`config.mk`:
```
export PLATFORM = sky130hd
export DESIGN_NAME = base_n_symbol_encoder_top
export DESIGN_NICKNAME = d
export VERILOG_FILES = /design/src/design/bnse_pkg.sv /design/src/design/bnse_front.sv /design/src/design/bnse_back.sv /design/src/design/base_n_symbol_encoder_top.sv
export SDC_FILE = /design/constraint.sdc
export NUM_CORES = 1
export LEC_CHECK = 0
export ABC_AREA = 1
export ABC_CLOCK_PERIOD_IN_PS = 6000
export BUFFER_PORTS_ARGS = -buffer_cell sky130_fd_sc_hd__buf_2
export CORE_UTILIZATION = 65
export DETAILED_ROUTE_END_ITERATION = 10
export PLACE_DENSITY = 0.85
export RECOVER_POWER = 50
export SYNTH_ARGS = -nofsm -noshare
export SYNTH_HDL_FRONTEND = slang
export SYNTH_HIERARCHICAL = 1
export SYNTH_SLANG_ARGS = --single-unit
export TNS_END_PERCENT = 50
```
`constraint.sdc`:
```
create_clock -name clk -period 6 [get_ports clk]
set_input_delay 0.3 -clock clk [delete_from_list [all_inputs] [get_ports clk]]
set_output_delay 0.3 -clock clk [all_outputs]
set_load 0.005 [all_outputs]
```
`src/design/bnse_pkg.sv`:
```
package bnse_pkg;

    localparam logic [1:0] ALPHA_B16    = 2'd0;
    localparam logic [1:0] ALPHA_B32    = 2'd1;
    localparam logic [1:0] ALPHA_B64    = 2'd2;
    localparam logic [1:0] ALPHA_B64URL = 2'd3;

    localparam logic CFG_ALPHABET  = 1'b0;
    localparam logic CFG_PAD_GROUP = 1'b1;

    localparam logic [7:0] PAD_CHAR    = 8'h3D;
    localparam logic [3:0] MAX_GROUP   = 4'd8;
    localparam logic [3:0] MAX_RESULTS = 4'd8;
    localparam logic [3:0] BYTE_BITS   = 4'd8;

    typedef struct packed {
        logic       last;
        logic [7:0] data;
    } item_t;

    function automatic logic [3:0] sym_width(input logic [1:0] alpha);
        logic [3:0] w;
        case (alpha)
            ALPHA_B16: w = 4'd4;
            ALPHA_B32: w = 4'd5;
            default:   w = 4'd6;
        endcase
        return w;
    endfunction

    function automatic logic [7:0] sym_char(input logic [1:0] alpha, input logic [5:0] v);
        logic [7:0] c;
        c = 8'h00;
        case (alpha)
            ALPHA_B16:
            begin
                if (v[3:0] < 4'd10)
                    c = 8'h30 + {4'b0, v[3:0]};
                else
                    c = 8'h37 + {4'b0, v[3:0]};
            end
            ALPHA_B32:
            begin
                if (v[4:0] < 5'd26)
                    c = 8'h41 + {3'b0, v[4:0]};
                else
                    c = 8'h18 + {3'b0, v[4:0]};
            end
            default:
            begin
                if (v < 6'd26)
                    c = 8'h41 + {2'b0, v};
                else if (v < 6'd52)
                    c = 8'h47 + {2'b0, v};
                else if (v < 6'd62)
                    c = {2'b0, v} - 8'd4;
                else if (v == 6'd62)
                    c = (alpha == ALPHA_B64URL) ? 8'h2D : 8'h2B;
                else
                    c = (alpha == ALPHA_B64URL) ? 8'h5F : 8'h2F;
            end
        endcase
        return c;
    endfunction

endpackage

```
`src/design/bnse_front.sv`:
```
module bnse_front
    import bnse_pkg::*;
(
    input  logic       clk,
    input  logic       rst_n,
    input  logic       s_axis_tvalid,
    output logic       s_axis_tready,
    input  logic [7:0] s_axis_tdata,   // data_byte[7:0]
    input  logic       s_axis_tlast,
    output logic       q_valid,
    input  logic       q_ready,
    output item_t      q_item
);

    item_t       entry_reg [2];
    logic        wr_ptr_reg;
    logic        wr_ptr_next;
    logic        rd_ptr_reg;
    logic        rd_ptr_next;
    logic [1:0]  fill_reg;
    logic [1:0]  fill_next;
    logic        push;
    logic        pop;

    assign s_axis_tready = (fill_reg != 2'd2);
    assign q_valid       = (fill_reg != 2'd0);
    assign q_item        = entry_reg[rd_ptr_reg];
    assign push          = s_axis_tvalid && s_axis_tready;
    assign pop           = q_valid && q_ready;

    always_comb
    begin
        wr_ptr_next = push ? ~wr_ptr_reg : wr_ptr_reg;
        rd_ptr_next = pop ? ~rd_ptr_reg : rd_ptr_reg;
        fill_next   = fill_reg + {1'b0, push} - {1'b0, pop};
    end

    always_ff @(posedge clk or negedge rst_n)
    begin
        if (!rst_n)
        begin
            wr_ptr_reg <= 1'b0;
            rd_ptr_reg <= 1'b0;
            fill_reg   <= 2'd0;
        end
        else
        begin
            wr_ptr_reg <= wr_ptr_next;
            rd_ptr_reg <= rd_ptr_next;
            fill_reg   <= fill_next;
        end
    end

    always_ff @(posedge clk)
    begin
        if (push)
        begin
            entry_reg[wr_ptr_reg] <= '{last: s_axis_tlast, data: s_axis_tdata};
        end
    end

endmodule

```
`src/design/bnse_back.sv`:
```
module bnse_back
    import bnse_pkg::*;
(
    input  logic       clk,
    input  logic       rst_n,
    input  logic [1:0] alphabet_select,
    input  logic [3:0] pad_group,
    input  logic       q_valid,
    output logic       q_ready,
    input  item_t      q_item,
    output logic       m_axis_tvalid,
    input  logic       m_axis_tready,
    output logic [7:0] m_axis_tdata,   // symbol_char[7:0]
    output logic       m_axis_tlast
);

    logic [12:0] acc_reg;
    logic [12:0] acc_next;
    logic [3:0]  count_reg;
    logic [3:0]  count_next;
    logic [2:0]  phase_reg;
    logic [2:0]  phase_next;
    logic [3:0]  n_reg;
    logic [3:0]  n_next;
    logic        last_reg;
    logic        last_next;
    logic        busy_reg;
    logic        busy_next;
    logic        out_valid_reg;
    logic        out_valid_next;
    logic [7:0]  out_data_reg;
    logic        out_last_reg;

    logic [3:0]  width;
    logic [3:0]  group;
    logic        slot_free;
    logic        emit;
    logic        sym_avail;
    logic        flush;
    logic [12:0] sym_bits;
    logic [7:0]  sym_out;
    logic [3:0]  count_post;
    logic [2:0]  phase_post;
    logic [3:0]  phase_inc;
    logic [3:0]  n_post;
    logic        pads_more;
    logic        more;
    logic        done;
    logic        clear;
    logic        load;
    logic [12:0] base_acc;
    logic [3:0]  base_count;
    logic [2:0]  base_phase;

    assign m_axis_tvalid = out_valid_reg;
    assign m_axis_tdata  = out_data_reg;
    assign m_axis_tlast  = out_last_reg;

    always_comb
    begin
        width     = sym_width(alphabet_select);
        group     = (pad_group > MAX_GROUP) ? MAX_GROUP : pad_group;
        slot_free = !out_valid_reg || m_axis_tready;
        emit      = busy_reg && slot_free;
        sym_avail = (count_reg >= width);
        flush     = !sym_avail && last_reg && (count_reg != 4'd0);

        if (sym_avail)
            sym_bits = acc_reg >> (count_reg - width);
        else
            sym_bits = acc_reg << (width - count_reg);

        if (sym_avail || flush)
            sym_out = sym_char(alphabet_select, sym_bits[5:0]);
        else
            sym_out = PAD_CHAR;

        count_post = sym_avail ? (count_reg - width) : 4'd0;
        phase_inc  = {1'b0, phase_reg} + 4'd1;
        if ((group == 4'd0) || (phase_inc >= group))
            phase_post = 3'd0;
        else
            phase_post = phase_inc[2:0];
        n_post = n_reg + 4'd1;

        pads_more = (group != 4'd0) && (phase_post != 3'd0) && ({1'b0, phase_post} < group);
        more      = (n_post < MAX_RESULTS)
                    && ((count_post >= width)
                        || (last_reg && ((count_post != 4'd0) || pads_more)));
        done      = emit && !more;
        clear     = done && last_reg;
        load      = q_valid && (!busy_reg || done);
        q_ready   = !busy_reg || done;

        base_acc   = clear ? 13'd0 : acc_reg;
        base_count = clear ? 4'd0 : (emit ? count_post : count_reg);
        base_phase = clear ? 3'd0 : (emit ? phase_post : phase_reg);

        acc_next   = load ? {base_acc[4:0], q_item.data} : base_acc;
        count_next = load ? (base_count + BYTE_BITS) : base_count;
        phase_next = base_phase;
        n_next     = load ? 4'd0 : (emit ? n_post : n_reg);
        last_next  = load ? q_item.last : last_reg;
        busy_next  = load ? 1'b1 : (done ? 1'b0 : busy_reg);

        if (emit)
            out_valid_next = 1'b1;
        else if (m_axis_tready)
            out_valid_next = 1'b0;
        else
            out_valid_next = out_valid_reg;
    end

    always_ff @(posedge clk or negedge rst_n)
    begin
        if (!rst_n)
        begin
            acc_reg       <= 13'd0;
            count_reg     <= 4'd0;
            phase_reg     <= 3'd0;
            n_reg         <= 4'd0;
            last_reg      <= 1'b0;
            busy_reg      <= 1'b0;
            out_valid_reg <= 1'b0;
        end
        else
        begin
            acc_reg       <= acc_next;
            count_reg     <= count_next;
            phase_reg     <= phase_next;
            n_reg         <= n_next;
            last_reg      <= last_next;
            busy_reg      <= busy_next;
            out_valid_reg <= out_valid_next;
        end
    end

    always_ff @(posedge clk)
    begin
        if (emit)
        begin
            out_data_reg <= sym_out;
            out_last_reg <= last_reg && !more;
        end
    end

endmodule

```
`src/design/base_n_symbol_encoder_top.sv`:
```
// An accepted byte goes through the front queue, the accumulator and the output register.
// Throughput: one symbol per cycle, set by the single output register, unless the receiver
// stalls; each byte yields one to eight symbols or '=' characters.
// Reset (rst_n low, asynchronous): queue and accumulator empty, base64 standard selected,
// pad group 4.
module base_n_symbol_encoder_top
    import bnse_pkg::*;
(
    input  logic       clk,
    input  logic       rst_n,
    input  logic       cfg_we,
    input  logic       cfg_index,
    input  logic [3:0] cfg_data,
    input  logic       s_axis_tvalid,
    output logic       s_axis_tready,
    input  logic [7:0] s_axis_tdata,   // data_byte[7:0]
    input  logic       s_axis_tlast,
    output logic       m_axis_tvalid,
    input  logic       m_axis_tready,
    output logic [7:0] m_axis_tdata,   // symbol_char[7:0]
    output logic       m_axis_tlast
);

    logic [1:0] alphabet_reg;
    logic [3:0] pad_group_reg;
    logic       q_valid;
    logic       q_ready;
    item_t      q_item;

    always_ff @(posedge clk or negedge rst_n)
    begin
        if (!rst_n)
        begin
            alphabet_reg  <= ALPHA_B64;
            pad_group_reg <= 4'd4;
        end
        else if (cfg_we)
        begin
            case (cfg_index)
                CFG_ALPHABET:  alphabet_reg  <= cfg_data[1:0];
                CFG_PAD_GROUP: pad_group_reg <= cfg_data;
                default:       pad_group_reg <= pad_group_reg;
            endcase
        end
    end

    bnse_front u_front
    (
        .clk           (clk),
        .rst_n         (rst_n),
        .s_axis_tvalid (s_axis_tvalid),
        .s_axis_tready (s_axis_tready),
        .s_axis_tdata  (s_axis_tdata),
        .s_axis_tlast  (s_axis_tlast),
        .q_valid       (q_valid),
        .q_ready       (q_ready),
        .q_item        (q_item)
    );

    bnse_back u_back
    (
        .clk             (clk),
        .rst_n           (rst_n),
        .alphabet_select (alphabet_reg),
        .pad_group       (pad_group_reg),
        .q_valid         (q_valid),
        .q_ready         (q_ready),
        .q_item          (q_item),
        .m_axis_tvalid   (m_axis_tvalid),
        .m_axis_tready   (m_axis_tready),
        .m_axis_tdata    (m_axis_tdata),
        .m_axis_tlast    (m_axis_tlast)
    );

endmodule

```
; Word-level counts from Yosys, hierarchy flattened
; Memory sizes are Yosys's and may differ from the RTL's.
; Cells that the tools add are included.
[totals]
reg_bits = 46
ramBits = 18
wordCells = 115
mem_count = 1
out_inout_bits = 11
[mem_list]
columns = memory, depth, word_bits, read_ports, rd_ports_with_merged_regs, write_ports, line_no
row1 = u_front.entry_reg, 2, 9, 1, 0, 1, bnse_front.sv:15  ; item_t entry_reg [2];
[classes]
shift = 2
eq_ne = 4
n_reduce_logical = 36
n_mux = 29
add_sub_neg = 14
n_bitwise = 3
n_lt_le_gt_ge = 11
[ops]
columns = operator, n
row1 = $mux 8, 6
row2 = $mux 4, 7
row3 = $mux 13, 2
row4 = $add 7x6->8 const A, 2
row5 = $pmux 8 s2, 1
row6 = $add 6x4->7 const A, 2
row7 = $shl 13x4->6, 1
row8 = $shr 13x4->6, 1
row9 = $logic_and 1x1->1, 12
row10 = $lt 6x6->1 const B, 2
row11 = $mux 3, 4
row12 = $reduce_bool 2->1, 6
row13 = $reduce_bool 4->1, 3
row14 = $add 7x5->8 const A, 1
row15 = $ge 4x3->1, 2
row16 = $lt 4x4->1 const B, 2
row17 = $mux 7, 1
row18 = $sub 6x3->7 const B, 1
row19 = $add 5x5->6 const A, 1
row20 = $eq 6x6->1 const B, 1
row21 = $logic_or 1x1->1, 6
row22 = $lt 6x5->1 const B, 1
row23 = $mux 1, 6
row24 = $mux 6, 1
row25 = other kinds (21), 27

; Depth between registers and ports, before layout
; Gate-level depths: netlist of run 1.
[depth]
word_depth = 18
ltp_mapped = 30
depth_no_buf = 30

; Modules after synthesis
; Netlist of run 1, hierarchy kept.
[by_module_without_submodules]
columns = mod, cells_per_inst, area_each_um2, instances, seq_area_each_um2
row1 = bnse_back, 529, 3505.9, 1, 945.9
row2 = bnse_front, 78, 897.1, 1, 640.6
row3 = base_n_symbol_encoder_top, 28, 251.5, 1, 152.6

; Worst setup path after synthesis of run 1
; Ideal clock, no wire load.
[synth_timing]
kind = register -> register
startpoint = register alphabet_reg[1]
endpoint = register u_back.out_data_reg[6], in the netlist u_back/m_axis_tdata[6] (data pin)
slack_ps = 2381
path_stages_with_launch = 21
t_arrival_ps = 3360
setup_time_ps = 259
required_ps = 5741
cell_sequence = dfstp_2 > buf_2 > nor2_1 > ha_1 > inv_1 > fa_1 > inv_1 > clkbuf_1 > o21ai_0 > a21oi_1 > o21ai_0 > nand3_1 > inv_2 > ha_1 > inv_1 > o21ai_0 > inv_1 > a211oi_1 > nand2_1 > nand2_1 > a21oi_1
[synth_via]
elab_chain_cells = 11
word_cells_on_any_way = 34
classes_between = add/sub (8) / order compare (6) / eq/ne (3) / shift (2) / mux (10) / reduce/logical (5)
[synth_rtl]
columns = element, line_no
row1 = start: declaration, base_n_symbol_encoder_top.sv:24  ; logic [1:0] alphabet_reg;
row2 = start signal: assignment, base_n_symbol_encoder_top.sv:40  ; CFG_ALPHABET: alphabet_reg <= cfg_data[1:0];
row3 = branches (longest 11 deep; another with $sub 6x3->7), n/a
row4 = end signal: assignment, bnse_back.sv:142  ; out_data_reg <= sym_out;
row5 = end: declaration, bnse_back.sv:31  ; logic [7:0] out_data_reg;
; Several ways; the timed one is not identified.
; A chain may end at the register's enable or synchronous reset.

; Final worst setup path of run 1
[layout_timing]
startpoint = register alphabet_reg[1]
endpoint = register u_back.out_data_reg[4], in the netlist u_back/m_axis_tdata[4] (data pin)
; Same word-level chain as after synthesis.

==> metrics.md, run 1 <==
| Metric | Value |
|---|---|
| Status | `finished, violations left` |
| Failing checks | `max-capacitance violations, max-slew violations` |
| Final Max Slew Viols | `38` |
| Reg2reg setup slack | `1.36 ns` |
| CP startpoint | `alphabet_reg[1]` |
| Max Buffers Root-to-Sink | `2` |
| Crit path max fanout | `11` |
| Top cells by area, synth | `dfrtp_1 19%, nand2_1 18%, edfxtp_1 17%` |
| Number of max-cap violations | `1` |
| Worst clock skew | `0.00936 ns` |
| Row cnt | `30` |
| Post-CTS sizing | `0` |
| RSZ-0062 raised after global routing | `no` |
| Initial Utilization | `67.8%` |
| Routed vias/inst | `5.42` |
| Die area | `7500 sq um` |
| WP data arrival | `4.74 ns` |
| Die width | `86.6 microns` |
| TNS Setup | `0 ns` |
| DR iter-0 viols | `346` |
| Worst hold slack | `0.137 ns` |
| TritonCTS Sinks | `64` |
| Hold Path Class | `input port to register` |
| Chip Height | `86.6 microns` |
| Fin area | `5030 sq um` |
| Total placed instance area | `4810 sq um` |
| Largest net degree at the start of global routing | `38` |
| Post-layout minimum cycle time | `4.64 ns` |
| Post-route DRC | `0` |
| H-tree lvl count | `3` |
| Post-CTS Setup Bufs | `0` |
| CP Capture Type | `register` |
| Syn avg cell area | `7.33 sq um` |
| FF-to-FF End | `u_back/m_axis_tdata[4]` |
| Port Buf Inserts | `29` |
| Post-Syn Instances | `635` |
| GR Overflow Total | `0` |
| F_max | `0.216 GHz` |
| GRT Util Overall | `31.5%` |
| Area leader, netlist | `dfrtp_1` |
| TritonCTS clock tree | `yes` |
| Crit path to | `u_back/m_axis_tdata[4]` |
| Slew Limit Headroom | `-30.8%` |
| Via count | `4122` |
| Clock slew at reported path FFs | `0.08 ns` |
| First-pass GRT wire length | `18200 microns` |
| Final HPWL DP | `8040 microns` |
| # nets final | `703` |
| Yosys top cell area share | `18.8%` |
| Cell Pwr Density | `643 nW/um^2` |
| I/O pin total | `30` |
| Reg2Reg Launch Point | `alphabet_reg[1]` |
| Post-Syn Area | `4650 sq um` |
| Fillers | `554` |
| Leak | `2.53 nW` |
| Slew @ Worst Pin | `1.96 ns` |
| Count of cell types in the netlist | `45` |
| Worst vdd ir | `0.377 mV` |
| Final hold violations | `0` |
| Post-route ant nets | `0` |
| DR pass1 iterations | `6` |
| Routed length per instance | `14.3 microns` |
| Worst Setup Start Kind | `register` |
| Post-Route WL | `10900 microns` |
| Max FFs per register | `18` |
| Setup Crit Path Kind | `register to register` |
| Core area | `6870 sq um` |
| Clk Latency, worst-skew pair | `0.34 ns` |
| Initial antenna violation count | `0` |
| Final setup fails | `0` |
| Seq/Total Area, Yosys | `37.4%` |
| Synthesis Warnings | `6` |
| Routability congestion estimate | `0.928` |
| Layout cells sized above 1 | `13.7%` |
| Hold buffers post-CTS | `0` |
| Antenna cells | `0` |
| Hold path start | `s_axis_tdata[4]` |
| Synth-to-layout area growth | `8.04%` |
| Seq cells post-synth | `64` |
| Syn Nets | `679` |
| Fin crit share | `77.3%` |
| Vias in the first global route | `4017` |
| Clock root cell | `clkbuf_8` |
| WP data required | `6.11 ns` |
| Worst-case reg-to-reg path depth | `19` |
| TritonCTS Buffers | `9` |
## cell type report
class	instances	area, sq um	share of cell area, %
tap	96	120	2.39
clock buffer	9	124	2.46
timing repair buffer	29	139	2.76
inverter	80	300	5.97
clock inverter	7	105	2.09
multi-input combinational	475	2500	49.7
sequential	64	1740	34.6
## synth_stat cells (all sizes together)
| master | count |
|---|---|
| a22oi | 1 |
| nor4 | 2 |
| o211ai | 3 |
| or2 | 1 |
| mux2i | 1 |
| nor2 | 37 |
| clkinv | 2 |
| xor2 | 11 |
| a21boi | 2 |
| o22ai | 1 |
| o21ai | 49 |
| dfrtp | 35 |
| ha | 23 |
| nor3 | 5 |
| clkbuf | 4 |
| nand3 | 57 |
| nand2 | 244 |
| inv | 78 |
| a31oi | 1 |
| dfstp | 2 |
| buf | 12 |
| o21a | 1 |
| a21oi | 25 |
| a21o | 1 |
| xnor2 | 3 |
| nand4 | 4 |
| fa | 2 |
| a211oi | 1 |
| edfxtp | 27 |
## layer usage
| metal | global-route usage, % | routed length, microns |
|---|---|---|
| met1 | 41.0 | 4840 |
| met5 | 0 | 0 |
| met2 | 52.2 | 5230 |
| met4 | 13.6 | 242 |
| met3 | 5.24 | 584 |
## power breakdown
group	leakage (nW)	switching [mW]	internal [mW]	total (mW)
clock	0.112	0.186	0.239	0.425
combinational	1.70	1.42	0.653	2.08
sequential	0.715	0.103	0.631	0.734
total	2.53	1.71	1.52	3.23
## kinds of logic after synthesis
family          count (synthesis)  synth area share, %
fa+ha+maj                      25                 7.04
compound gates                 85                 10.2
xor+xnor                       14                 2.80
buf+inv                        96                 8.84
simple gates                  350                 33.5
mux                             1                0.215
flops                          64                 37.4
## stage by stage
stage | total power [mW] | utilization (%) | setup slack (ns) | instances
after global placement | 2.73 | 70.0 | 1.71 | 744
final | 3.23 | 73.2 | 1.36 | 760
after global routing | 3.51 | 73.2 | 0.878 | 760
after floorplan | 2.33 | - | 2.38 | 635
after CTS | 3.21 | 73.3 | 1.51 | 760
after detailed placement | 2.76 | 70.0 | 1.50 | 744
## critical path, cell delays in order (launching register included)
cell	delay [ns]
dfstp_1	0.49
nor2_1	0.40
ha_1	0.22
inv_1	0.06
fa_1	0.39
xnor2_1	0.70
inv_2	0.21
o21ai_0	0.13
a21oi_1	0.06
o21ai_0	0.20
nand3_1	0.23
inv_2	0.20
ha_1	0.26
inv_1	0.10
nand2_1	0.09
o21ai_0	0.21
o21ai_0	0.22
nand2_1	0.07
nor2_1	0.12
nand2_1	0.06
## layout by cell type, fill, tap and decap left out, types with 3 or more instances in the layout
master / count
nand2_2: 16
xor2_1: 10
nand3_2: 3
o21ai_0: 36
nor2_2: 3
clkbuf_1: 5
o21ai_1: 9
ha_1: 23
nor2_1: 32
nand3_1: 51
inv_2: 12
a21oi_1: 24
clkbuf_8: 9
nand4_1: 3
o211ai_1: 3
nand3_4: 3
buf_2: 24
edfxtp_1: 27
xnor2_1: 3
nand2_1: 226
inv_1: 66
o21ai_2: 4
dfrtp_1: 35
nor3_1: 4
clkinv_4: 3
## worst min path at each step
stage,end,cells past startpoint
2_1_floorplan,alphabet_reg[0],0
3_3_place_gp,u_back/acc_reg[4],1
3_5_place_dp,u_back/acc_reg[2],1
4_1_cts,u_back/acc_reg[4],1
5_1_grt,u_front/entry_reg[0][1],1
6_report,u_front/entry_reg[0][4],1
Power figures use the tool's default switching activity.
==> inputs of run 2 (changes only) <==
--- a/config.mk
+++ b/config.mk
@@ -5,12 +5,12 @@
 export SDC_FILE = /design/constraint.sdc
 export NUM_CORES = 1
 export LEC_CHECK = 0
-export ABC_AREA = 1
-export ABC_CLOCK_PERIOD_IN_PS = 6000
+export ABC_AREA = 0
+export ABC_CLOCK_PERIOD_IN_PS = 3800
 export BUFFER_PORTS_ARGS = -buffer_cell sky130_fd_sc_hd__buf_2
-export CORE_UTILIZATION = 65
+export CORE_UTILIZATION = 56
 export DETAILED_ROUTE_END_ITERATION = 10
-export PLACE_DENSITY = 0.85
+export PLACE_DENSITY = 0.77
 export RECOVER_POWER = 50
 export SYNTH_ARGS = -nofsm -noshare
 export SYNTH_HDL_FRONTEND = slang
==> constraint.sdc (replaced) <==
create_clock -name clk -period 3.8 [get_ports clk]
set_input_delay 0.19 -clock clk [delete_from_list [all_inputs] [get_ports clk]]
set_output_delay 0.19 -clock clk [all_outputs]
set_load 0.005 [all_outputs]
==> run 2 against run 1 <==
Compared with the run above: the run ends with max-capacitance violations, max-slew violations, negative setup slack left; critical path depth down 2; sequential share of layout area is 6.4 points lower; register-to-register slack got worse by 1.6 ns; maximum frequency is 15% higher; non-clock buffer count up 102; wire length is 20% higher; count of clock-buffer cells in the layout did not move; global-route usage is 0.37 points lower; largest cell class unchanged; highest routed layer unchanged.
==> metrics.md, run 2 <==
| Metric | Value |
|---|---|
| Top cells by area, synth | `dfrtp_1 19%, edfxtp_1 18%, ha_1 6.3%` |
| CP Capture Type | `register` |
| Post-route ant nets | `0 (unchanged)` |
| Synth-to-layout area growth | `34.2%` |
| F_max | `0.249 GHz (+15%)` |
| Initial antenna violation count | `0 (unchanged)` |
| Critical Path Most Common Cell | `inv_4` |
| Routability congestion estimate | `0.980 (+5.6%)` |
| Chip Height | `92.6 microns (+6.9%)` |
| Slew Limit Headroom | `-30.3% (+0.49 points)` |
| Final hold violations | `0 (unchanged)` |
| Core area | `7850 sq um (+14%)` |
| Initial Utilization | `58.6% (-9.2 points)` |
| Failing checks | `max-capacitance violations, max-slew violations, negative setup slack` |
| Area leader, netlist | `dfrtp_1` |
| Post-synth EDFFs | `27 (unchanged)` |
| TritonCTS Sinks | `64 (unchanged)` |
| First-pass GRT wire length | `20600 microns (+13%)` |
| Setup Crit Path Kind | `register to register` |
| Worst setup margin | `-0.220 ns (-1.58 ns)` |
| Slowest stage delay, CP | `0.56 ns (-0.14 ns)` |
| Post-route DRC | `0 (unchanged)` |
| Port Buf Inserts | `29 (unchanged)` |
| # nets final | `615 (-13%)` |
| Post-Route WL | `13100 microns (+20%)` |
| WP data arrival | `4.11 ns (-0.63 ns)` |
| TritonCTS Buffers | `9 (unchanged)` |
| Synthesis Warnings | `6 (unchanged)` |
| Number of max-cap violations | `1 (unchanged)` |
| Layout cells sized above 1 | `41.3% (+28 points)` |
| WP buf/inv | `4 (unchanged)` |
| DR iter-0 viols | `329 (-4.9%)` |
| Routed vias/inst | `6.14 (+13%)` |
| Share of flip-flops with an asynchronous set or reset | `57.8% (unchanged)` |
| Clk Latency, worst-skew pair | `0.34 ns (about the same)` |
| Largest net degree at the start of global routing | `38 (unchanged)` |
| Syn Nets | `496 (-27%)` |
| Yosys top cell area share | `19.1% (+0.24 points)` |
| Post-synth top cells | `37 x nand2_1, 35 x dfrtp_1, 31 x o21ai_0, 29 x inv_1, 27 x edfxtp_1` |
| H-tree lvl count | `3 (unchanged)` |
| Crit path max-delay family | `compound AO/OA/AOI/OAI gates` |
| Routed length per instance | `19.3 microns (+35%)` |
| Crit path max fanout | `6 (-5)` |
| Pre-CTS WS | `-0.291 ns (-1.79 ns)` |
| Die width | `92.6 microns (+6.9%)` |
| Max Buffers Root-to-Sink | `2 (unchanged)` |
| Vias in the first global route | `4205 (+4.7%)` |
| DR pass1 iterations | `5 (-1)` |
| Top FF cell, synth | `dfrtp_1` |
| GRT Util Overall | `31.2% (-0.37 points)` |
| Final setup fails | `8 (+8)` |
| Final HPWL DP | `8860 microns (+10%)` |
| Row cnt | `32 (+6.7%)` |
| Worst Setup Start Kind | `register` |
| Antenna cells | `0 (unchanged)` |
| CP cell instances | `inv_4 -> nand2_4 -> inv_4 -> ha_4 -> inv_2 -> fa_2 -> xor2_4 -> mux4_2 -> mux2_4 -> o221a_4 -> inv_4 -> ha_4 -> a31oi_4 -> o21bai_4 -> o22a_1 -> o221ai_2 -> a221o_1` |
| RSZ-0062 raised after global routing | `yes` |
| Post-layout minimum cycle time | `4.02 ns (-0.616 ns)` |
| Max FFs per register | `18 (unchanged)` |
| TritonCTS clock tree | `yes` |
| Syn avg cell area | `10.2 sq um (+39%)` |
| GR Overflow Total | `0 (unchanged)` |
| Final Max Slew Viols | `38 (unchanged)` |
| I/O pin total | `30 (unchanged)` |
| Fin crit share | `106% (+29 points)` |
| Post-Syn Instances | `452 (-29%)` |
| Slew @ Worst Pin | `1.95 ns (-0.00735 ns)` |
| Worst clock skew | `0.0101 ns (+0.000770 ns)` |
| Status | `finished, violations left` |
| Clock slew at reported path FFs | `0.08 ns (about the same)` |
| Via count | `4166 (+1.1%)` |
| Seq cells post-synth | `64 (unchanged)` |
| Hold Path Class | `input port to register` |
| Slowest CP cell | `dfstp_2` |
| Count of cell types in the netlist | `79 (+76%)` |
| Seq/Total Area, Yosys | `37.8% (+0.48 points)` |
| Count leader, synth | `nand2_1` |
| Commonest non-fill, non-tap cell in the layout | `buf_4` |
| WP data required | `3.89 ns (-2.22 ns)` |
| Post-Syn Area | `4600 sq um (-1.3%)` |
| Commonest cells after routing, fill and taps aside | `86 x buf_4, 35 x dfrtp_1, 33 x nand2_1` |
| Clock root cell | `clkbuf_8` |
| Die area | `8570 sq um (+14%)` |
[run 2: changes by cell type in the layout (fill, tap and decap cells not counted), moves of 9 or more]
| cell | change |
|---|---|
| nand2_2 | -12 |
| buf_6 | +11 |
| nor2_1 | -18 |
| nand2_1 | -193 |
| a21oi_1 | -16 |
| buf_4 | +86 |
| nand3_1 | -26 |
| mux4_2 | +9 |
| inv_1 | -44 |
| mux2_1 | +13 |
| o21ai_0 | -10 |
| ha_1 | -12 |
| mux2i_1 | +16 |
[run 2: kinds of logic after synthesis]
kind of cell	count (synthesis)	synth area share, %
multiplexers	48	14.2
AO/OA/AOI/OAI	106	15.9
flip-flops	64	37.8
XOR/XNOR	18	3.76
buffers and inverters	54	5.55
AND/OR/NAND/NOR	137	15.6
adder cells (fa/ha/maj)	25	7.13
[run 2: layer usage]
metal  track usage (%)  vias to the layer above  wire (microns)
met2              53.7                      185            6530
met3              6.49                       37             877
li1                  -                     1910               -
met5                 0                        -               0
met1              39.2                     2034            5340
met4              9.64                        0             329
[run 2: cell type report]
type                            instances  area, sq um
Inverter                               31          126
Clock buffer                            9          124
Multi-Input combinational cell        334         2990
Clock inverter                          7         95.1
Tap cell                              102          128
Sequential cell                        64         1740
Timing Repair Buffer                  131          967
Fill cell                             478         1680
[run 2: per-stage QoR]
step                      setup TNS (ns)  hold slack (ns)  cells  util, %  instance area (sq um)
after floorplan                   -0.943           -0.106    452        -                   4750
after global placement             -1.49            0.330    635     69.3                   5440
after detailed placement           -1.65            0.323    635     69.3                   5440
after CTS                          -1.32           0.0299    667     74.7                   5860
after global routing               -2.96           0.0192    678     78.6                   6170
final                              -1.46           0.0397    678     78.6                   6170
[run 2: path summary, 6_finish.rpt]
check	startpoint	to	slack [ns]	cells after the start
min in group asynchronous	rst_n	u_back/acc_reg[4]	0.94	2
min reg2reg	u_front/wr_ptr_reg	u_front/wr_ptr_reg	0.51	1
max reg2reg	alphabet_reg[1]	u_back/m_axis_tdata[2]	-0.22	17
max	alphabet_reg[1]	u_back/m_axis_tdata[2]	-0.22	17
min	s_axis_tdata[4]	u_front/entry_reg[0][4]	0.04	1
max in group asynchronous	rst_n	u_back/n_reg[1]	1.74	2
[run 2: repair_timing]
item,CTS,global route
pin swaps,24,31
hold endpoints to repair,35,0
endpoints found under the setup margin,13,31
hold buffers,1,0
buffers inserted,15,14
resized for setup,19,51
Power of run 2 is left out: the tool's default activity adds up to more than one toggle a clock period on the data nets, which glitch-free logic cannot reach.
==> inputs of run 3 (changes only) <==
--- a/config.mk
+++ b/config.mk
@@ -10,10 +10,10 @@
 export BUFFER_PORTS_ARGS = -buffer_cell sky130_fd_sc_hd__buf_2
 export CORE_UTILIZATION = 56
 export DETAILED_ROUTE_END_ITERATION = 10
-export PLACE_DENSITY = 0.77
+export PLACE_DENSITY_LB_ADDON = 0.15
 export RECOVER_POWER = 50
 export SYNTH_ARGS = -nofsm -noshare
 export SYNTH_HDL_FRONTEND = slang
 export SYNTH_HIERARCHICAL = 1
 export SYNTH_SLANG_ARGS = --single-unit
-export TNS_END_PERCENT = 50
+export TNS_END_PERCENT = 10
==> run 3 against run 2 <==
Compared with the run above: the run ends with negative setup slack left; highest routed layer unchanged; final area shrank 3.1%; critical path depth increased by 1; utilization fell by 2.4 points; via count shrank 2.2%; worst hold slack improved by 0.0021 ns; non-clock buffer count shrank 2; register-to-register slack lost 0.03 ns.
==> metrics.md, run 3 (synthesis results as in run 2) <==
| Metric | Value |
|---|---|
| Largest net degree at the start of global routing | `38 (unchanged)` |
| Reg2Reg Launch Point | `alphabet_reg[1]` |
| Max Buffers Root-to-Sink | `2 (unchanged)` |
| Post-Place Cells | `637 (+0.31%)` |
| Chip Height | `92.6 microns (unchanged)` |
| Final setup fails | `11 (+3)` |
| Post-route DRC | `0 (unchanged)` |
| Hold path start | `s_axis_tdata[1]` |
| Status | `finished, violations left` |
| Clock root cell | `clkbuf_8` |
| Reg2reg setup slack | `-0.25 ns (-0.03 ns)` |
| Non-Filler Instances | `676 (-0.29%)` |
| Die width | `92.6 microns (unchanged)` |
| Worst setup margin | `-0.246 ns (-0.0267 ns)` |
| WP data required | `3.85 ns (-0.04 ns)` |
| Vias in the first global route | `4184 (-0.50%)` |
| First-pass GRT wire length | `20100 microns (-2.2%)` |
| Layout cells sized above 1 | `38.2% (-3.2 points)` |
| Row cnt | `32 (unchanged)` |
| Worst-case reg-to-reg path depth | `18 (+1)` |
| Antenna cells | `0 (unchanged)` |
| Via count | `4076 (-2.2%)` |
| Clk Latency, worst-skew pair | `0.33 ns (about the same)` |
| GRT Util Overall | `30.1% (-1.0 points)` |
| RSZ-0062 raised after global routing | `yes` |
| I/O pin total | `30 (unchanged)` |
| DR iter-0 viols | `236 (-28%)` |
| Commonest cells after routing, fill and taps aside | `87 x buf_4, 35 x dfrtp_1, 34 x nand2_1` |
| Final hold violations | `0 (unchanged)` |
| Worst clock skew | `0.0103 ns (+0.000132 ns)` |
| Initial Utilization | `58.6% (unchanged)` |
| Fillers | `535 (+12%)` |
| Post-Route WL | `12400 microns (-5.2%)` |
| CP Capture Type | `register` |
| Post-route ant nets | `0 (unchanged)` |
| Slew @ Worst Pin | `0.836 ns (-1.12 ns)` |
| GR Overflow Total | `0 (unchanged)` |
| Final Max Slew Viols | `0 (-100%)` |
| Synth-to-layout area growth | `30.0%` |
| TritonCTS clock tree | `yes` |
| Hold Path End | `u_front/entry_reg[0][1]` |
| Core area | `7850 sq um (unchanged)` |
| WP data arrival | `4.10 ns (about the same)` |
| Number of max-cap violations | `0 (-1)` |
| Routability congestion estimate | `0.913 (-6.9%)` |
| Crit path max fanout | `7 (+1)` |
| Worst Hold Depth | `1 (unchanged)` |
| Post-layout minimum cycle time | `4.05 ns (+0.0267 ns)` |
| Die area | `8570 sq um (unchanged)` |
| Slew Limit Headroom | `44.3% (+75 points)` |
| Routed vias/inst | `6.03 (-1.9%)` |
| Fin crit share | `106% (+0.70 points)` |
| Initial antenna violation count | `0 (unchanged)` |
| Hold Path Class | `input port to register` |
| TritonCTS Sinks | `64 (unchanged)` |
| Routed length per instance | `18.3 microns (-4.9%)` |
| Worst Setup Start Kind | `register` |
| Failing checks | `negative setup slack` |
| Commonest non-fill, non-tap cell in the layout | `buf_4` |
| H-tree lvl count | `3 (unchanged)` |
| TritonCTS Buffers | `9 (unchanged)` |
| Clock slew at reported path FFs | `0.08 ns (about the same)` |
| Setup Crit Path Kind | `register to register` |
| Port Buf Inserts | `29 (unchanged)` |
| F_max | `0.247 GHz (-0.66%)` |
| Final HPWL DP | `8580 microns (-3.1%)` |
| DR pass1 iterations | `5 (unchanged)` |
| # nets final | `613 (-0.33%)` |
| Max FFs per register | `18 (unchanged)` |
| FF-to-FF End | `u_back/m_axis_tdata[4]` |
run 3: cell count changes in the layout (fill, tap and decap cells not counted), moves of 2 or more:
| cell | before | now |
|---|---|---|
| nor2_1 | 14 | 16 |
| nor2b_2 | 3 | 1 |
| ha_1 | 11 | 14 |
| clkbuf_1 | 8 | 4 |
| nor2b_1 | 4 | 7 |
| buf_2 | 21 | 25 |
| o21ai_0 | 26 | 28 |
| ha_4 | 8 | 5 |
| bufinv_16 | 2 | 0 |
run 3: metal layers:
layer / global-route usage (%) / up-vias / wire length (microns)
met5: 0 / - / 0
met2: 50.1 / 175 / 6250
met4: 10.8 / 0 / 230
met3: 4.35 / 23 / 671
li1: - / 1901 / -
met1: 40.2 / 1977 / 5250
run 3: how the worst max path moves through the flow:
| stage | startpoint | to | slack [ns] | cells past startpoint |
|---|---|---|---|---|
| after global routing | alphabet_reg[1] | u_back/m_axis_tdata[2] | -0.38 | 18 |
| after global placement | alphabet_reg[0] | u_back/m_axis_tdata[4] | -0.32 | 16 |
| after CTS | alphabet_reg[1] | u_back/m_axis_tdata[2] | -0.20 | 18 |
| after floorplan | alphabet_reg[1] | u_back/m_axis_tdata[2] | -0.22 | 20 |
| final | alphabet_reg[1] | u_back/m_axis_tdata[4] | -0.25 | 18 |
| after detailed placement | alphabet_reg[1] | u_back/m_axis_tdata[2] | -0.35 | 17 |
run 3: repair_timing:
action                                  in CTS  in global routing
hold buffers                                 1                  0
pin swaps                                   16                 18
endpoints found under the setup margin       9                 29
hold endpoints to repair                    35                  0
buffers inserted                            16                  6
gates resized for setup                     16                 40
run 3: cell type report:
class,instances,area (sq um),share of cell area (%)
multi-input combinational,334,2860,47.9
sequential,64,1740,29.1
timing repair buffer,129,947,15.9
tap,102,128,2.14
inverter,31,126,2.11
clock buffer,9,124,2.07
clock inverter,7,47.5,0.796
run 3: worst max-delay path: stages, from the launching register on:
cell	delay [ns]
dfstp_2	0.56
inv_4	0.05
nand2_4	0.07
inv_4	0.04
ha_4	0.15
inv_2	0.06
fa_2	0.27
xor2_4	0.21
buf_6	0.12
mux4_2	0.50
mux2_4	0.29
o221a_4	0.29
buf_4	0.18
a21oi_4	0.19
nor2b_1	0.11
buf_4	0.17
a31oi_1	0.19
a2bb2oi_1	0.20
nand3_1	0.10
run 3: metrics by stage:
stage,hold slack [ns],cell area (sq um),worst slack [ns],TNS (ns),utilization (%)
2_1_floorplan,-0.106,4710,-0.222,-1.22,-
3_3_place_gp,0.333,5420,-0.323,-1.93,69.0
3_5_place_dp,0.349,5420,-0.353,-2.42,69.0
4_1_cts,0.0269,5770,-0.200,-1.48,73.5
5_1_grt,0.0254,5980,-0.375,-3.47,76.1
6_report,0.0417,5980,-0.246,-1.56,76.1
Power of run 3 is left out for the same reason.
